<file path="src/rtl/mcg_pkg.sv">
`timescale 1ns / 1ps
// mcg_pkg: shared constants, codes and stage sideband types of the mask coverage generator
// no dependencies; used by every other file in rtl

package mcg_pkg;

	// frame and field sizes
	localparam int MAX_SIDE   = 4096;
	localparam int COORD_W    = 12;
	localparam int COV_W      = 8;
	localparam int CFG_IDX_W  = 3;
	localparam int CFG_DATA_W = 18;

	// config register widths
	localparam int LEN_W    = 17;
	localparam int CENTRE_W = 18;
	localparam int DIR_W    = 16;
	localparam logic signed [DIR_W-1:0] DIR_Y_RESET = 16'sd16384;

	// datapath widths
	localparam int DELTA_W = 19;
	localparam int PROD_W  = 35;
	localparam int SQR_W   = 36;
	localparam int ALONG_W = 36;
	localparam int D2_W    = 37;
	localparam int RR_W    = 34;
	localparam int NUM_W   = 38;

	// square root pipeline: one root bit per stage
	localparam int SQ_IN_W   = 54;
	localparam int SQ_ROOT_W = 27;
	localparam int SQ_REM_W  = 29;
	localparam int SQ_STAGES = SQ_ROOT_W;

	// divider pipeline: one quotient bit per stage
	localparam int DIV_W      = 32;
	localparam int TQ_FRAC    = 16;
	localparam int DIV_STAGES = TQ_FRAC;
	localparam int TQ_W       = TQ_FRAC + 1;

	// smoothstep polynomial
	localparam logic [TQ_W:0] SMOOTH_THREE = 18'd196608;
	localparam int SQ_TQ_W = 2 * TQ_W;
	localparam int POLY_W  = SQ_TQ_W + TQ_W + 1;
	localparam int SCALED_W = POLY_W + COV_W;
	localparam int ROUND_SHIFT = 48;

	// total register stages from input transfer to result register
	localparam int PIPE_DEPTH = 3 + SQ_STAGES + 1 + DIV_STAGES + 4;
	localparam int CNT_W      = $clog2(PIPE_DEPTH + 1);

	typedef enum logic [CFG_IDX_W-1:0] {
		REG_MODE     = 3'd0,
		REG_INVERT   = 3'd1,
		REG_FEATHER  = 3'd2,
		REG_RADIUS   = 3'd3,
		REG_CENTRE_X = 3'd4,
		REG_CENTRE_Y = 3'd5,
		REG_DIR_X    = 3'd6,
		REG_DIR_Y    = 3'd7
	} cfg_reg_t;

	typedef enum logic [1:0] {
		MODE_OPEN   = 2'd0,
		MODE_LINEAR = 2'd1,
		MODE_RADIAL = 2'd2,
		MODE_RASTER = 2'd3
	} mode_t;

	// carried alongside the square root
	typedef struct packed {
		logic signed [ALONG_W-1:0] along;
		logic                      hard;
		logic [COV_W-1:0]          raster;
	} sq_side_t;

	// carried alongside the divider and the polynomial
	typedef struct packed {
		logic             hard;
		logic [COV_W-1:0] raster;
		logic             tq_zero;
		logic             tq_full;
	} div_side_t;

endpackage

</file>
<file path="src/rtl/mcg_div.sv">
`timescale 1ns / 1ps
// mcg_div: pipelined restoring divider giving the fraction num/den (num < den), Q0.16
// depends on mcg_pkg

module mcg_div import mcg_pkg::*; (
	input  logic               clk,
	input  logic               arst_n,
	input  logic               en,
	input  logic               in_valid,
	input  logic [DIV_W-1:0]   num,
	input  logic [DIV_W-1:0]   den,
	input  div_side_t          in_side,
	output logic               out_valid,
	output logic [TQ_FRAC-1:0] quo,
	output div_side_t          out_side
);

	logic               v_s    [DIV_STAGES];
	logic [DIV_W-1:0]   rem_s  [DIV_STAGES];
	logic [DIV_W-1:0]   den_s  [DIV_STAGES];
	logic [TQ_FRAC-1:0] quo_s  [DIV_STAGES];
	div_side_t          side_s [DIV_STAGES];

	logic [DIV_W-1:0]   rem_d  [DIV_STAGES];
	logic [DIV_W-1:0]   den_d  [DIV_STAGES];
	logic [TQ_FRAC-1:0] quo_d  [DIV_STAGES];
	div_side_t          side_d [DIV_STAGES];

	// one shift, compare and subtract per stage
	always_comb begin
		logic [DIV_W-1:0]   rem_in;
		logic [DIV_W:0]     rem2;
		logic [TQ_FRAC-1:0] quo_in;
		for (int k = 0; k < DIV_STAGES; k++) begin
			if (k == 0) begin
				rem_in    = num;
				den_d[k]  = den;
				quo_in    = '0;
				side_d[k] = in_side;
			end else begin
				rem_in    = rem_s[k-1];
				den_d[k]  = den_s[k-1];
				quo_in    = quo_s[k-1];
				side_d[k] = side_s[k-1];
			end
			rem2 = {rem_in, 1'b0};
			if (rem2 >= {1'b0, den_d[k]}) begin
				rem_d[k] = DIV_W'(rem2 - {1'b0, den_d[k]});
				quo_d[k] = {quo_in[TQ_FRAC-2:0], 1'b1};
			end else begin
				rem_d[k] = rem2[DIV_W-1:0];
				quo_d[k] = {quo_in[TQ_FRAC-2:0], 1'b0};
			end
		end
	end

	// valid bits
	always_ff @(posedge clk or negedge arst_n) begin
		if (!arst_n) begin
			for (int k = 0; k < DIV_STAGES; k++) v_s[k] <= 1'b0;
		end else if (en) begin
			v_s[0] <= in_valid;
			for (int k = 1; k < DIV_STAGES; k++) v_s[k] <= v_s[k-1];
		end
	end

	// stage payload
	always_ff @(posedge clk) begin
		if (en) begin
			for (int k = 0; k < DIV_STAGES; k++) begin
				rem_s[k]  <= rem_d[k];
				den_s[k]  <= den_d[k];
				quo_s[k]  <= quo_d[k];
				side_s[k] <= side_d[k];
			end
		end
	end

	assign out_valid = v_s[DIV_STAGES-1];
	assign quo       = quo_s[DIV_STAGES-1];
	assign out_side  = side_s[DIV_STAGES-1];

endmodule

</file>
<file path="config.mk">
export PLATFORM = sky130hd
export DESIGN_NAME = mcg_div
export DESIGN_NICKNAME = d
export VERILOG_FILES = /design/src/rtl/mcg_pkg.sv /design/src/rtl/mcg_div.sv
export SDC_FILE = /design/constraint.sdc
export NUM_CORES = 2
export LEC_CHECK = 0
export BUFFER_PORTS_ARGS = -buffer_cell sky130_fd_sc_hd__buf_2
export CAP_MARGIN = 20
export CORE_UTILIZATION = 64
export DETAILED_ROUTE_END_ITERATION = 7
export PLACE_DENSITY = 0.8
export SETUP_SLACK_MARGIN = 0.1
export SLEW_MARGIN = 20
export SYNTH_ARGS = -nofsm -noshare
export SYNTH_HDL_FRONTEND = slang
export SYNTH_SLANG_ARGS = --single-unit
export TNS_END_PERCENT = 30
</file>
<file path="constraint.sdc">
create_clock -name clk -period 4.65 [get_ports clk]
set_clock_uncertainty 0.2 [all_clocks]
set_input_delay 0.6975 -clock clk [delete_from_list [all_inputs] [get_ports clk]]
set_output_delay 0.6975 -clock clk [all_outputs]
set_load 0.005 [all_outputs]
</file>
== After elaboration in Yosys (flattened, before gate mapping) ==
Memory sizes are Yosys's and may differ from the RTL's.
Cells that the tools add are included.

* Register bits after elaboration: 16
* Bits in writable memories: 1456
* Input port bits: 79
* Output and inout bits: 28
* Logic and storage cells: 86
* Memories: 4

{| class="wikitable"
|+ Memories
! name !! depth !! bits a word !! read ports !! clocked after Yosys merged registers in !! write ports !! line !! RTL
|-
| den_s || 16 || 32 || 15 || 0 || 16 || mcg_div.sv:20 || <nowiki>logic [DIV_W-1:0] den_s [DIV_STAGES];</nowiki>
|-
| rem_s || 16 || 32 || 15 || 0 || 16 || mcg_div.sv:19 || <nowiki>logic [DIV_W-1:0] rem_s [DIV_STAGES];</nowiki>
|-
| quo_s || 16 || 16 || 16 || 0 || 16 || mcg_div.sv:21 || <nowiki>logic [TQ_FRAC-1:0] quo_s [DIV_STAGES];</nowiki>
|-
| side_s || 16 || 11 || 16 || 0 || 16 || mcg_div.sv:22 || <nowiki>div_side_t side_s [DIV_STAGES];</nowiki>
|}

* Add/subtract/negate cells: 16
* Order comparisons: 16
* Mux-type cells: 34

{| class="wikitable"
|+ Operator list
! kind !! count
|-
| 33-bit by 32-bit >= comparator with 1-bit output || 16
|-
| 32-bit two-way mux || 16
|-
| 32-bit subtractor || 16
|-
| 1-bit two-way mux || 18
|}

== Longest topological paths before layout ==
An unclocked memory read counts as a cell.

* Depth after elaboration: 3
* Depth in mapped cells: 16

== Worst setup path before layout ==
No wires, ideal clock.

* Path type: input -> register
* Start point: in den[6]
* End point: mem rem_s[0][31], data pin
* Arrival time: 3.153 ns
* Setup slack: 1.029 ns
* Stages on the path: 13
* Buffers on the path: 1
* Cells stage by stage: inv_1 -> ha_1 -> clkbuf_1 -> and3_1 -> a311oi_1 -> a21oi_1 -> o32ai_1 -> o31ai_1 -> a21oi_1 -> o21ai_0 -> a211oi_1 -> xor2_1 -> o21ai_0

{| class="wikitable"
|+ RTL lines
! element !! line !! RTL
|-
| start, declared || mcg_div.sv:11 || <nowiki>input logic [DIV_W-1:0] den,</nowiki>
|-
| end, declared || mcg_div.sv:19 ||
|}

==> results_dict.tcl <==
set metrics [dict create \
    cp_max_fo 26 \
    final_common_cell "edfxtp_1" \
    hold_class "in2reg" \
    relSlewSlack_pct 27.1 \
    fin_crit_ns 4.38 \
    vias 45599 \
    async_flop_share_pct 1.24 \
    cts_buffers 137 \
    numPortBuffers 106 \
    syn_nets 6601 \
    synth_cells 5996 \
    power_frac_comb_pct 43.8 \
    clock_latency_ns 0.75 \
    dieArea_mm2 0.110 \
    die_w_um 332 \
    rsz0062_at_grt "false" \
    cts_sinks 1288 \
    irDropWorstVdd_uv 363 \
    first_global_vias 46786 \
    firstDrtPassIters 6 \
    finalPower_mw 51.3 \
    cts_max_level 4 \
    hold_violations 0 \
    rows 120 \
    nets 6860 \
    worstSetupStartpointType "flop" \
    ys_seq_area_share_pct 55.4 \
    synthFlopType "edfxtp_1" \
    grt_max_degree 127 \
    gr-usage-all-layers_pct 25.2 \
    clkPwrFrac_pct 20.6 \
    setup_viol_count_final 0 \
    drv_cap 0 \
    p_int_mw 33.1 \
    routabilityCongestion 1.02 \
    yosys_warnings 0 \
    pin_count 107 \
    synthXorXnorAreaFrac_pct 4.98 \
    final_util_pct 71.8 \
    regToRegSetupSlack_ns 0.27 \
    criticalPathCategory "reg2reg" \
    drv_slew 0 \
    worstMarginPinSlew_ns 1.07 \
    core_mm2 0.108 \
    final_area_mm2 0.0772 \
    avgViaCountPerCell 5.87 \
    antenna_found_initial 1 \
    cp.required_ns 4.92 \
    die_y_um 332 \
    start_util_pct 64.8 \
    finalCritPeriodShare_pct 94.1 \
    synth_cell_types 95 \
    placed_area_mm2 0.0724 \
    max_freq_ghz 0.229 \
    drcViolationCount 0 \
    cts_tree "yes" \
    grt_pass1_wl_mm 224 \
    p_leak_nw 31.9 \
    synth_edf_count 1272 \
    most-common-layout-cells "1272 x edfxtp_1, 634 x inv_1, 511 x ha_1" \
    p_sw_share_pct 35.5 \
    synth_fa_ha_area_share_pct 9.62 \
    clk_path_buf_depth 3 \
    n_antenna_cell 0 \
    ant_nets 0 \
    clk_pin_slew_ns 0.06 \
    synth_mux_area_share_pct 3.10 \
    hpwlAfterDp_mm 103 \
    wl_mm 139 \
    synth_top_family_by_area "compound AO/OA/AOI/OAI gates" \
    worst_ep_arrival_time_ns 4.64 \
    p_sw_mw 18.2 \
    seqPwrFrac_pct 35.6 \
    syn_to_final_growth_pct 10.9 \
    post_cts_buffers 0 \
    synth-simple-area-share_pct 8.60 \
    drive_gt1_share_pct 9.55 \
    drt_iter0_markers 2750 \
    wire_per_inst_um 17.9 \
    avgSynthCellArea_um2 11.6 \
    cts_root_buf "clkbuf_16" \
    tns_ns 0 \
    powerDensity_mw_per_mm2 665 \
    synth_compound_area_share_pct 14.1 \
    end_kind "flop" \
    outcome "complete, no violations" \
    ys_seq_elements 1288 \
    gr-total-overflow 0 \
    netlist_area_mm2 0.0696 \
]
-- cells in the mapped netlist, types with 13 or more instances --
cell         n  share of area [%]
o21a_1      60               0.65
xor2_1     168                2.1
a211o_1     21               0.26
clkbuf_1    98               0.53
nand2b_1    93               0.84
a21o_1     244                2.6
a21boi_0    15               0.16
o21ai_1     24               0.17
fa_1        15               0.43
nand4_1     75               0.67
nor4_1      23               0.21
o211ai_1    14               0.15
o31a_1      13               0.16
nor2b_1     71               0.64
nand3_1     88               0.63
nor2_1     303                1.6
o21ai_0    404                2.9
nand2_1    432                2.3
or2_2       20               0.18
xnor2_1    228                2.9
dfrtp_1     16               0.58
and3_1      34               0.31
o21bai_1    43               0.46
mux2_2     157                2.5
a31oi_1     39               0.35
edfxtp_1  1272                 55
mux2_1      27               0.44
ha_1       511                9.2
and2_1      21               0.19
a211oi_1    47               0.51
a21oi_1    481                3.5
o31ai_1     45               0.49
nor3_1      49               0.35
inv_1      634                3.4
-- kinds of logic after synthesis --
logic type | after synthesis
compound gates | 1576
mux | 192
buf+inv | 756
xor+xnor | 396
fa+ha+maj | 526
simple gates | 1262
flops | 1288
-- metal layers --
metal  vias up  wire [um]  track usage [%]
li1      22427          -                -
met1     21652      49500             24.1
met5         -          0                0
met2      1084      76800             50.2
met3       436       4150             3.33
met4         0       8540             15.6
-- critical path: stages, from the launching register on --
cell and delay [ns]:
edfxtp_1 0.40, ha_1 0.39, o21a_1 0.24, o21a_1 0.17
or2_0 0.22, a32oi_1 0.35, nand4_1 0.26, nor3b_1 0.23
nor3_1 0.49, o21ai_1 0.23, a21oi_4 0.34, buf_12 0.21
buf_4 0.23, o21ai_0 0.11
-- cell type report --
class	instances	area, um2
timing repair buffer	242	1920
multi-input combinational	3952	28200
sequential	1288	38600
clock inverter	66	649
inverter	634	2380
clock buffer	177	3720
tap	1403	1760
fill	7147	30300
-- metrics by stage --
stage	cells	setup slack (ns)	hold slack (ns)
final	7762	0.274	0.0542
after floorplan	5996	1.03	0.200
after detailed placement	7474	0.340	0.205
after CTS	7762	0.302	0.00786
after global placement	7474	0.428	0.200
after global routing	7762	0.174	0.0483
-- final timing paths --
| path | start | endpoint | cells after the start |
|---|---|---|---|
| setup / recovery | rem_s[1][135] | rem_s[1][166] | 13 |
| hold / removal | num[1] | rem_s[0][2] | 3 |
| setup reg to reg | rem_s[1][135] | rem_s[1][166] | 13 |
| hold reg to reg | side_s[0][8] | side_s[0][19] | 0 |
| max in group asynchronous | arst_n | v_s[1] | 2 |
| min in group asynchronous | arst_n | v_s[9] | 2 |
-- power by group through the flow --
| stage | clock [mW] | combinational [mW] | sequential, mW |
|---|---|---|---|
| 2_1_floorplan | 0 | 17.1 | 17.9 |
| 3_3_place_gp | 0 | 21.4 | 18.4 |
| 3_5_place_dp | 0 | 22.0 | 18.4 |
| 4_1_cts | 10.8 | 22.3 | 18.3 |
| 5_1_grt | 11.2 | 24.8 | 18.5 |
| 6_report | 10.6 | 22.5 | 18.3 |
-- sequential cells by signal (all words and copies together) (netlist names) --
name / cells
out_valid: 1
v_s: 15
quo_s: 136
rem_s: 480
den_s: 480
side_s: 176
-- repair_timing --
| action | 4_1_cts | 5_1_grt |
|---|---|---|
| setup endpoints to repair | 0 | 2 |
| hold endpoints to repair | 60 | 0 |
| hold buffers | 45 | 0 |
| gates resized for setup | 0 | 1 |
No activity file was read; power rests on OpenSTA's default activity.
