===== src/rtl/mcg_pkg.sv =====
`timescale 1ns / 1ps
// mcg_pkg: shared constants, codes and stage sideband types of the mask coverage generator
// no dependencies; used by every other file in rtl

package mcg_pkg;

	// frame and field sizes
	localparam int MAX_SIDE   = 4096;
	localparam int COORD_W    = 12;
	localparam int COV_W      = 8;
	localparam int CFG_IDX_W  = 3;
	localparam int CFG_DATA_W = 18;

	// config register widths
	localparam int LEN_W    = 17;
	localparam int CENTRE_W = 18;
	localparam int DIR_W    = 16;
	localparam logic signed [DIR_W-1:0] DIR_Y_RESET = 16'sd16384;

	// datapath widths
	localparam int DELTA_W = 19;
	localparam int PROD_W  = 35;
	localparam int SQR_W   = 36;
	localparam int ALONG_W = 36;
	localparam int D2_W    = 37;
	localparam int RR_W    = 34;
	localparam int NUM_W   = 38;

	// square root pipeline: one root bit per stage
	localparam int SQ_IN_W   = 54;
	localparam int SQ_ROOT_W = 27;
	localparam int SQ_REM_W  = 29;
	localparam int SQ_STAGES = SQ_ROOT_W;

	// divider pipeline: one quotient bit per stage
	localparam int DIV_W      = 32;
	localparam int TQ_FRAC    = 16;
	localparam int DIV_STAGES = TQ_FRAC;
	localparam int TQ_W       = TQ_FRAC + 1;

	// smoothstep polynomial
	localparam logic [TQ_W:0] SMOOTH_THREE = 18'd196608;
	localparam int SQ_TQ_W = 2 * TQ_W;
	localparam int POLY_W  = SQ_TQ_W + TQ_W + 1;
	localparam int SCALED_W = POLY_W + COV_W;
	localparam int ROUND_SHIFT = 48;

	// total register stages from input transfer to result register
	localparam int PIPE_DEPTH = 3 + SQ_STAGES + 1 + DIV_STAGES + 4;
	localparam int CNT_W      = $clog2(PIPE_DEPTH + 1);

	typedef enum logic [CFG_IDX_W-1:0] {
		REG_MODE     = 3'd0,
		REG_INVERT   = 3'd1,
		REG_FEATHER  = 3'd2,
		REG_RADIUS   = 3'd3,
		REG_CENTRE_X = 3'd4,
		REG_CENTRE_Y = 3'd5,
		REG_DIR_X    = 3'd6,
		REG_DIR_Y    = 3'd7
	} cfg_reg_t;

	typedef enum logic [1:0] {
		MODE_OPEN   = 2'd0,
		MODE_LINEAR = 2'd1,
		MODE_RADIAL = 2'd2,
		MODE_RASTER = 2'd3
	} mode_t;

	// carried alongside the square root
	typedef struct packed {
		logic signed [ALONG_W-1:0] along;
		logic                      hard;
		logic [COV_W-1:0]          raster;
	} sq_side_t;

	// carried alongside the divider and the polynomial
	typedef struct packed {
		logic             hard;
		logic [COV_W-1:0] raster;
		logic             tq_zero;
		logic             tq_full;
	} div_side_t;

endpackage


===== src/rtl/mcg_sqrt.sv =====
`timescale 1ns / 1ps
// mcg_sqrt: pipelined integer square root, one root bit per stage, with a sideband
// depends on mcg_pkg

module mcg_sqrt import mcg_pkg::*; (
	input  logic                 clk,
	input  logic                 arst_n,
	input  logic                 en,
	input  logic                 in_valid,
	input  logic [SQ_IN_W-1:0]   radicand,
	input  sq_side_t             in_side,
	output logic                 out_valid,
	output logic [SQ_ROOT_W-1:0] root,
	output sq_side_t             out_side
);

	logic                 v_s     [SQ_STAGES];
	logic [SQ_REM_W-1:0]  rem_s   [SQ_STAGES];
	logic [SQ_ROOT_W-1:0] root_s  [SQ_STAGES];
	logic [SQ_IN_W-1:0]   rest_s  [SQ_STAGES];
	sq_side_t             side_s  [SQ_STAGES];

	logic [SQ_REM_W-1:0]  rem_d   [SQ_STAGES];
	logic [SQ_ROOT_W-1:0] root_d  [SQ_STAGES];
	logic [SQ_IN_W-1:0]   rest_d  [SQ_STAGES];
	sq_side_t             side_d  [SQ_STAGES];

	// each stage brings down two radicand bits and tries one root bit
	always_comb begin
		logic [SQ_REM_W-1:0]  rem_in;
		logic [SQ_REM_W-1:0]  remx;
		logic [SQ_REM_W-1:0]  trial;
		logic [SQ_ROOT_W-1:0] root_in;
		logic [SQ_IN_W-1:0]   rest_in;
		for (int k = 0; k < SQ_STAGES; k++) begin
			if (k == 0) begin
				rem_in    = '0;
				root_in   = '0;
				rest_in   = radicand;
				side_d[k] = in_side;
			end else begin
				rem_in    = rem_s[k-1];
				root_in   = root_s[k-1];
				rest_in   = rest_s[k-1];
				side_d[k] = side_s[k-1];
			end
			remx      = {rem_in[SQ_REM_W-3:0], rest_in[SQ_IN_W-1 -: 2]};
			trial     = {root_in, 2'b01};
			rest_d[k] = {rest_in[SQ_IN_W-3:0], 2'b00};
			if (remx >= trial) begin
				rem_d[k]  = remx - trial;
				root_d[k] = {root_in[SQ_ROOT_W-2:0], 1'b1};
			end else begin
				rem_d[k]  = remx;
				root_d[k] = {root_in[SQ_ROOT_W-2:0], 1'b0};
			end
		end
	end

	// valid bits
	always_ff @(posedge clk or negedge arst_n) begin
		if (!arst_n) begin
			for (int k = 0; k < SQ_STAGES; k++) v_s[k] <= 1'b0;
		end else if (en) begin
			v_s[0] <= in_valid;
			for (int k = 1; k < SQ_STAGES; k++) v_s[k] <= v_s[k-1];
		end
	end

	// stage payload
	always_ff @(posedge clk) begin
		if (en) begin
			for (int k = 0; k < SQ_STAGES; k++) begin
				rem_s[k]  <= rem_d[k];
				root_s[k] <= root_d[k];
				rest_s[k] <= rest_d[k];
				side_s[k] <= side_d[k];
			end
		end
	end

	assign out_valid = v_s[SQ_STAGES-1];
	assign root      = root_s[SQ_STAGES-1];
	assign out_side  = side_s[SQ_STAGES-1];

endmodule


===== config.mk =====
export PLATFORM = sky130hd
export DESIGN_NAME = mcg_sqrt
export DESIGN_NICKNAME = d
export VERILOG_FILES = /design/src/rtl/mcg_pkg.sv /design/src/rtl/mcg_sqrt.sv
export SDC_FILE = /design/constraint.sdc
export NUM_CORES = 2
export LEC_CHECK = 0
export ABC_AREA = 1
export ABC_CLOCK_PERIOD_IN_PS = 2300
export BUFFER_PORTS_ARGS = -buffer_cell sky130_fd_sc_hd__buf_2
export CORE_AREA = 2 2 733 735
export DETAILED_ROUTE_END_ITERATION = 16
export DIE_AREA = 0 0 735 737
export GPL_ROUTABILITY_DRIVEN = 0
export PLACE_DENSITY = 0.41
export SLEW_MARGIN = 40
export SYNTH_ARGS = -nofsm -noshare
export SYNTH_HDL_FRONTEND = slang
export SYNTH_MEMORY_MAX_BITS = 65536
export SYNTH_SLANG_ARGS = --single-unit

===== constraint.sdc =====
create_clock -name clk -period 2.3 [get_ports clk]
set_input_delay 0.575 -clock clk [delete_from_list [all_inputs] [get_ports clk]]
set_output_delay 0.575 -clock clk [all_outputs]
set_load 0.005 [all_outputs]

-- After elaboration in Yosys (flattened, before gate mapping)
Memory sizes are Yosys's and may differ from the RTL's.
Index checks and enable logic that the tools add are counted.
- memories kept: 4
- word-level logic and storage cells: 141
- bits in writable memories: 4131
- memory bits (read-only): 0
- output and inout bits: 73
- register bits after elaboration: 27
- latch bits: 0
- multiply operators: 0
- magnitude comparators: 27
- equal/unequal tests: 0
- shifts and indexed selects: 0
- reductions and logical operators: 0
- mux-type cells: 56
- add/sub/neg operators: 27
- bitwise logic cells: 0
- div/mod/pow operators: 0
- memory list (memory ; words ; bits a word ; read ports ; clocked after memory_dff ; write ports ; line ; RTL):
    rest_s ; 27 ; 52 ; 26 ; 0 ; 27 ; mcg_sqrt.sv:20 ; logic [SQ_IN_W-1:0] rest_s [SQ_STAGES];
    side_s ; 27 ; 45 ; 27 ; 0 ; 27 ; mcg_sqrt.sv:21 ; sq_side_t side_s [SQ_STAGES];
    rem_s ; 27 ; 29 ; 26 ; 0 ; 27 ; mcg_sqrt.sv:18 ; logic [SQ_REM_W-1:0] rem_s [SQ_STAGES];
    root_s ; 27 ; 27 ; 27 ; 0 ; 27 ; mcg_sqrt.sv:19 ; logic [SQ_ROOT_W-1:0] root_s [SQ_STAGES];
- operator list (kind ; count):
    $mux 29 ; 27
    $ge 29x29->1 ; 26
    $sub 29x29->29 ; 26
    $mux 1 ; 29
    $sub 2x1->3 const B ; 1
    $ge 2x1->1 const B ; 1

-- Logic depth before layout (Yosys ltp)
An unclocked memory read counts as a cell.
- depth in word-level cells: 3
- gate-level depth with buffers: 16
- mapped depth without buffers: 16

-- Worst setup path before layout
No wires, ideal clock.
- path kind: register to register
- start: mem rem_s[7][0] (netlist: rem_s[0][203])
- end: mem rem_s[8][6] (netlist: rem_s[0][238]), data pin
- library setup time: 0.256 ns
- cell stages (with the launch flop): 12
- clock period less this slack: 2.019 ns
- data required time: 2.044 ns
- path slack: 0.281 ns
- arrival: 1.763 ns
- cell sequence: edfxtp_1 -> ha_1 -> buf_6 -> a21oi_2 -> nand2_2 -> a21oi_4 -> nor2_2 -> nor2_2 -> nand2_4 -> buf_4 -> o21ai_0 -> nand2_1
- RTL lines (element ; line):
    start, declared ; mcg_sqrt.sv:18

==> impl_summary.md <==
STA
The number of failing setup endpoints in the final timing report is 16. The number of failing hold endpoints at the final stage is 0. Dividing the final minimum period by the clock period gives 100.9%. Setup repair after global routing could not meet its margin everywhere. For this run, the top clock speed supported by timing is 0.4311 GHz.

The post-layout worst setup margin is -19.83 ps. Counting I/O delays and the setup requirement, the final critical path takes 2320 ps. The clock arrives with 104.4 ps of skew.

The max-slew violation count was 0. At the pin with the least slew margin, the transition time is 651.4 ps. The worst slew margin relative to its limit is 56.24%.

Synth
The fraction of registers with async set/reset is 0.9036%. The netlist area before placement is 133,100 sq um. The flip-flop and latch count after synthesis is 2,988. Yosys printed 0 warnings. The share of synthesized area spent on multiplexers is 0.008462%. Of the total synthesized cell area, the portion taken by AND, OR, NAND and NOR gates is 17.37%. The synthesized design devotes to its leading area cell type 66.82% of total area. After technology mapping, the gate count stands at 12,020.

The count of distinct cell types in the synthesized netlist is 55. Ranked by total cell area, the synthesized netlist is headed by edfxtp_1 67%, nand2_1 9.7%, inv_1 5.2%, ha_1 3.8%, nand3_1 2.5%. After Yosys synthesis, XOR and XNOR cells account for 1.896% of the synthesized area. Summing the areas of all compound-gate instances in the mapped netlist gives 3.625% of the synthesized area. The sequential cell area fraction in the yosys report is 67.33%.

Summed over all instances, the cell type with the most area after synthesis is edfxtp_1. The arithmetic-cell share of the synthesized area counting full adders, half adders and majority gates is 3.827%. In this run, synthesis inferred 2,961 flip-flops with an integrated enable. After synthesis, the mean cell area works out to 11.07 sq um. For this run, the leading register cell type out of synthesis is edfxtp_1.

When the netlist entered floorplanning its net count stood at 12,530. The dominant combinational cell family by area after synthesis is simple AND/OR/NAND/NOR gates.

Place
The number of placed instances with taps included is 20,670. During placement, the flow inserted port buffers numbering 175. The area after detailed placement is 154,800 sq um. The placed wire-length estimate after detailed placement is 245,600 microns.

Layout
For this run, the number of standard cells in the final layout without fillers is 21,760. Once layout is done, the placed cells without fillers occupy 176,500 sq um. Cells fill 33.02% of the core in the end. The area added between synthesis and finish is 32.63%.

After filler insertion, the fill cell instance count of the layout stands at 54,100. Leaving out fill and tap cells, the most frequent cells in the layout are 3,103 x nand2_1, 2,961 x edfxtp_1, 1,731 x inv_1. The library cell used most frequently in the layout, excluding fill and tap cells, is nand2_1. The post-layout net count is 14,930.

The proportion of layout cells with a drive suffix above 1 is 26.46%.

Drt
The number of DRC markers in iteration 0 is 5,524. Detailed routing inserted a total of 88,810 vias. The final routed wire length divided by cell count is 15.48 microns.

The final layout contains routed wiring with a total length of 336,700 microns. The detailed-route vias per instance is 4.082. The first detailed-routing pass ran for 6 iterations. For this run, design rule violations remaining after detail routing come to 0. The antenna violation net count after detailed routing is 0.

Clocking
The clock tree root driver cell is clkbuf_16. The number of buffers on the longest clock path is 4. The worst-skew pair later-pin latency is 1010 ps.

TritonCTS created 355 clock buffers. The clock tree from TritonCTS is yes. The H-tree level count is 5. The clock sink count is 2,988. The clock edge transition at the registers on the reported setup and hold paths is 60 ps.

Critical path
STA puts the critical path data required time at 3040 ps. STA classifies the critical path startpoint as a flop. The critical path arrival is 3060 ps.

STA classifies the critical path endpoint as a flop. In this run the critical register-to-register path is launched from root_s[1][183]$_DFFE_PP_. The endpoint identified for the worst register-to-register timing path is rem_s[1][213]$_DFFE_PP_.

The depth of the worst register-to-register path is 12. The critical path is of the reg -> reg type. The worst setup path startpoint is root_s[1][183]$_DFFE_PP_. For flop-to-flop paths, the worst setup slack is -20 ps. The maximum fanout encountered on the critical timing path is 7.

Global routing
The global route total overflow is 0. The first global-routing pass estimated 508,400 microns of wire. Global routing used 11.90% of the available tracks across all layers.

The initial antenna violation count was 3. The largest net degree at the start of global routing is 87. The number of global-route vias before repair came to 87,300.

Worst hold path
The path class of the tightest hold or removal check is in -> reg. The startpoint of the lowest-slack hold path is en. Along the worst hold path, the cell count comes to 2. The path with the worst hold slack has its endpoint at side_s[1][477]$_DFFE_PP_.

Die
The area of the core is 534,500 sq um. The I/O pin count is 176. The die width is 735 microns.

The die extent in y is 737 microns. The initial utilization of the core area, before any placement, comes to 24.90%. The floorplan has 269 rows.

The die covers 541,700 sq um.

Power and ir drop
IR analysis of the VDD net gives a maximum drop of 653.9 uV. The leakage power summed over all cells is 72.99 nW. Power spread over the standard cell area amounts to 885.1 nW/um^2.

Run status
The checks that failed: negative setup slack. The run finished, with violations left.

Run
The tool flagged a number of max-cap violations equal to 0.
cells by family after synthesis:
kind of cell,after synthesis
AO/OA/AOI/OAI,844
flip-flops,2988
AND/OR/NAND/NOR,5511
buffers and inverters,1978
other,1
XOR/XNOR,288
multiplexers,1
adder cells (fa/ha/maj),407
critical path, cell delays in order (launching register included):
cell and delay, ps:
edfxtp_1 510, inv_2 80, ha_4 310, nand2_4 60
nor2_4 110, nand4_1 230, nor2_2 220, nand2_4 80
nand2_8 150, buf_12 130, inv_8 50, nand2_2 60
nand2_2 70
flip-flops by register name, summed over array words and instances, names as in the netlist:
signal and cells:
root_s 378, side_s 1215, out_valid 1, v_s 26, rest_s 702, rem_s 666
per-layer routing:
layer / vias up / track usage, % / part of all wire, %
met5: - / 0 / 0
met4: 0 / 3.226 / 2.7
met3: 489 / 1.723 / 3.8
met2: 1270 / 19.49 / 46
met1: 41970 / 16.46 / 47
li1: 45080 / - / -
synth_stat cells (3+ instances only):
master,count
o21ai_2,55
o211ai_1,6
inv_1,1836
and2_1,14
nor2_4,7
o21ai_0,224
o21bai_1,21
xor2_1,178
nor3_2,8
clkbuf_1,7
nor3_1,130
a21boi_0,4
or2_2,22
buf_6,44
nor4_1,7
dfrtp_1,27
inv_4,11
o21a_1,6
nand4_1,179
nand3_1,667
nand3b_1,79
nand2_2,33
ha_1,407
nand2b_1,3
o21ai_1,45
nand2_4,12
buf_2,14
inv_2,35
a21o_1,6
a21oi_2,61
a21oi_1,408
nor2_1,821
nand3_2,5
a21oi_4,4
or2_1,3
nor2_2,50
and3_1,12
nand2_1,3439
nor3b_1,10
buf_4,29
edfxtp_1,2961
xnor2_1,110
how the worst max path moves through the flow:
stage / to / slack (ps) / cells past startpoint
6_report: rem_s[1][213]$_DFFE_PP_ / -20 / 12
3_5_place_dp: rem_s[1][78]$_DFFE_PP_ / -260 / 11
3_3_place_gp: rem_s[0][342]$_DFFE_PP_ / -530 / 9
2_1_floorplan: rem_s[0][238]$_DFFE_PP_ / 280 / 11
5_1_grt: rem_s[1][243]$_DFFE_PP_ / -100 / 14
4_1_cts: root[8] / -90 / 1
power by group:
| group | internal (mW) | total, mW | switching (mW) |
|---|---|---|---|
| combinational | 14.2 | 32.1 | 17.9 |
| sequential | 65.9 | 69.0 | 3.14 |
| clock | 32.1 | 55.1 | 23.0 |
what timing repair did:
item,in CTS,in global routing
setup buffers,84,233
pin swaps,29,263
hold buffers,102,0
resized for setup,224,1162
cloned,6,20
hold endpoints to repair,128,0
setup endpoints to repair,433,603
per-stage QoR:
step	total power, mW	hold slack (ps)	setup WS, ps	setup TNS, ps
after floorplan	83.19	279.4	281.2	0
after global placement	96.89	400.1	-529.2	-29730
after detailed placement	96.90	404.5	-258.1	-16710
after CTS	154.6	37.95	-89.99	-242.8
after global routing	165.0	81.47	-99.71	-5759
final	156.2	175.8	-19.83	-117.6
cell type report:
class                   instances  area (sq um)  area share (%)
inverters                    1884          7167           4.061
repair inverters                2         27.53         0.01560
diodes                          4         10.01        0.005671
well taps                    7046          8816           4.995
multi-input cells            7055         41690           23.62
clock inverters               203          2170           1.229
repair buffers               2134         17750           10.06
flip-flops and latches       2988         89590           50.76
clock buffers                 441          9270           5.252
Power figures use the tool's default switching activity.
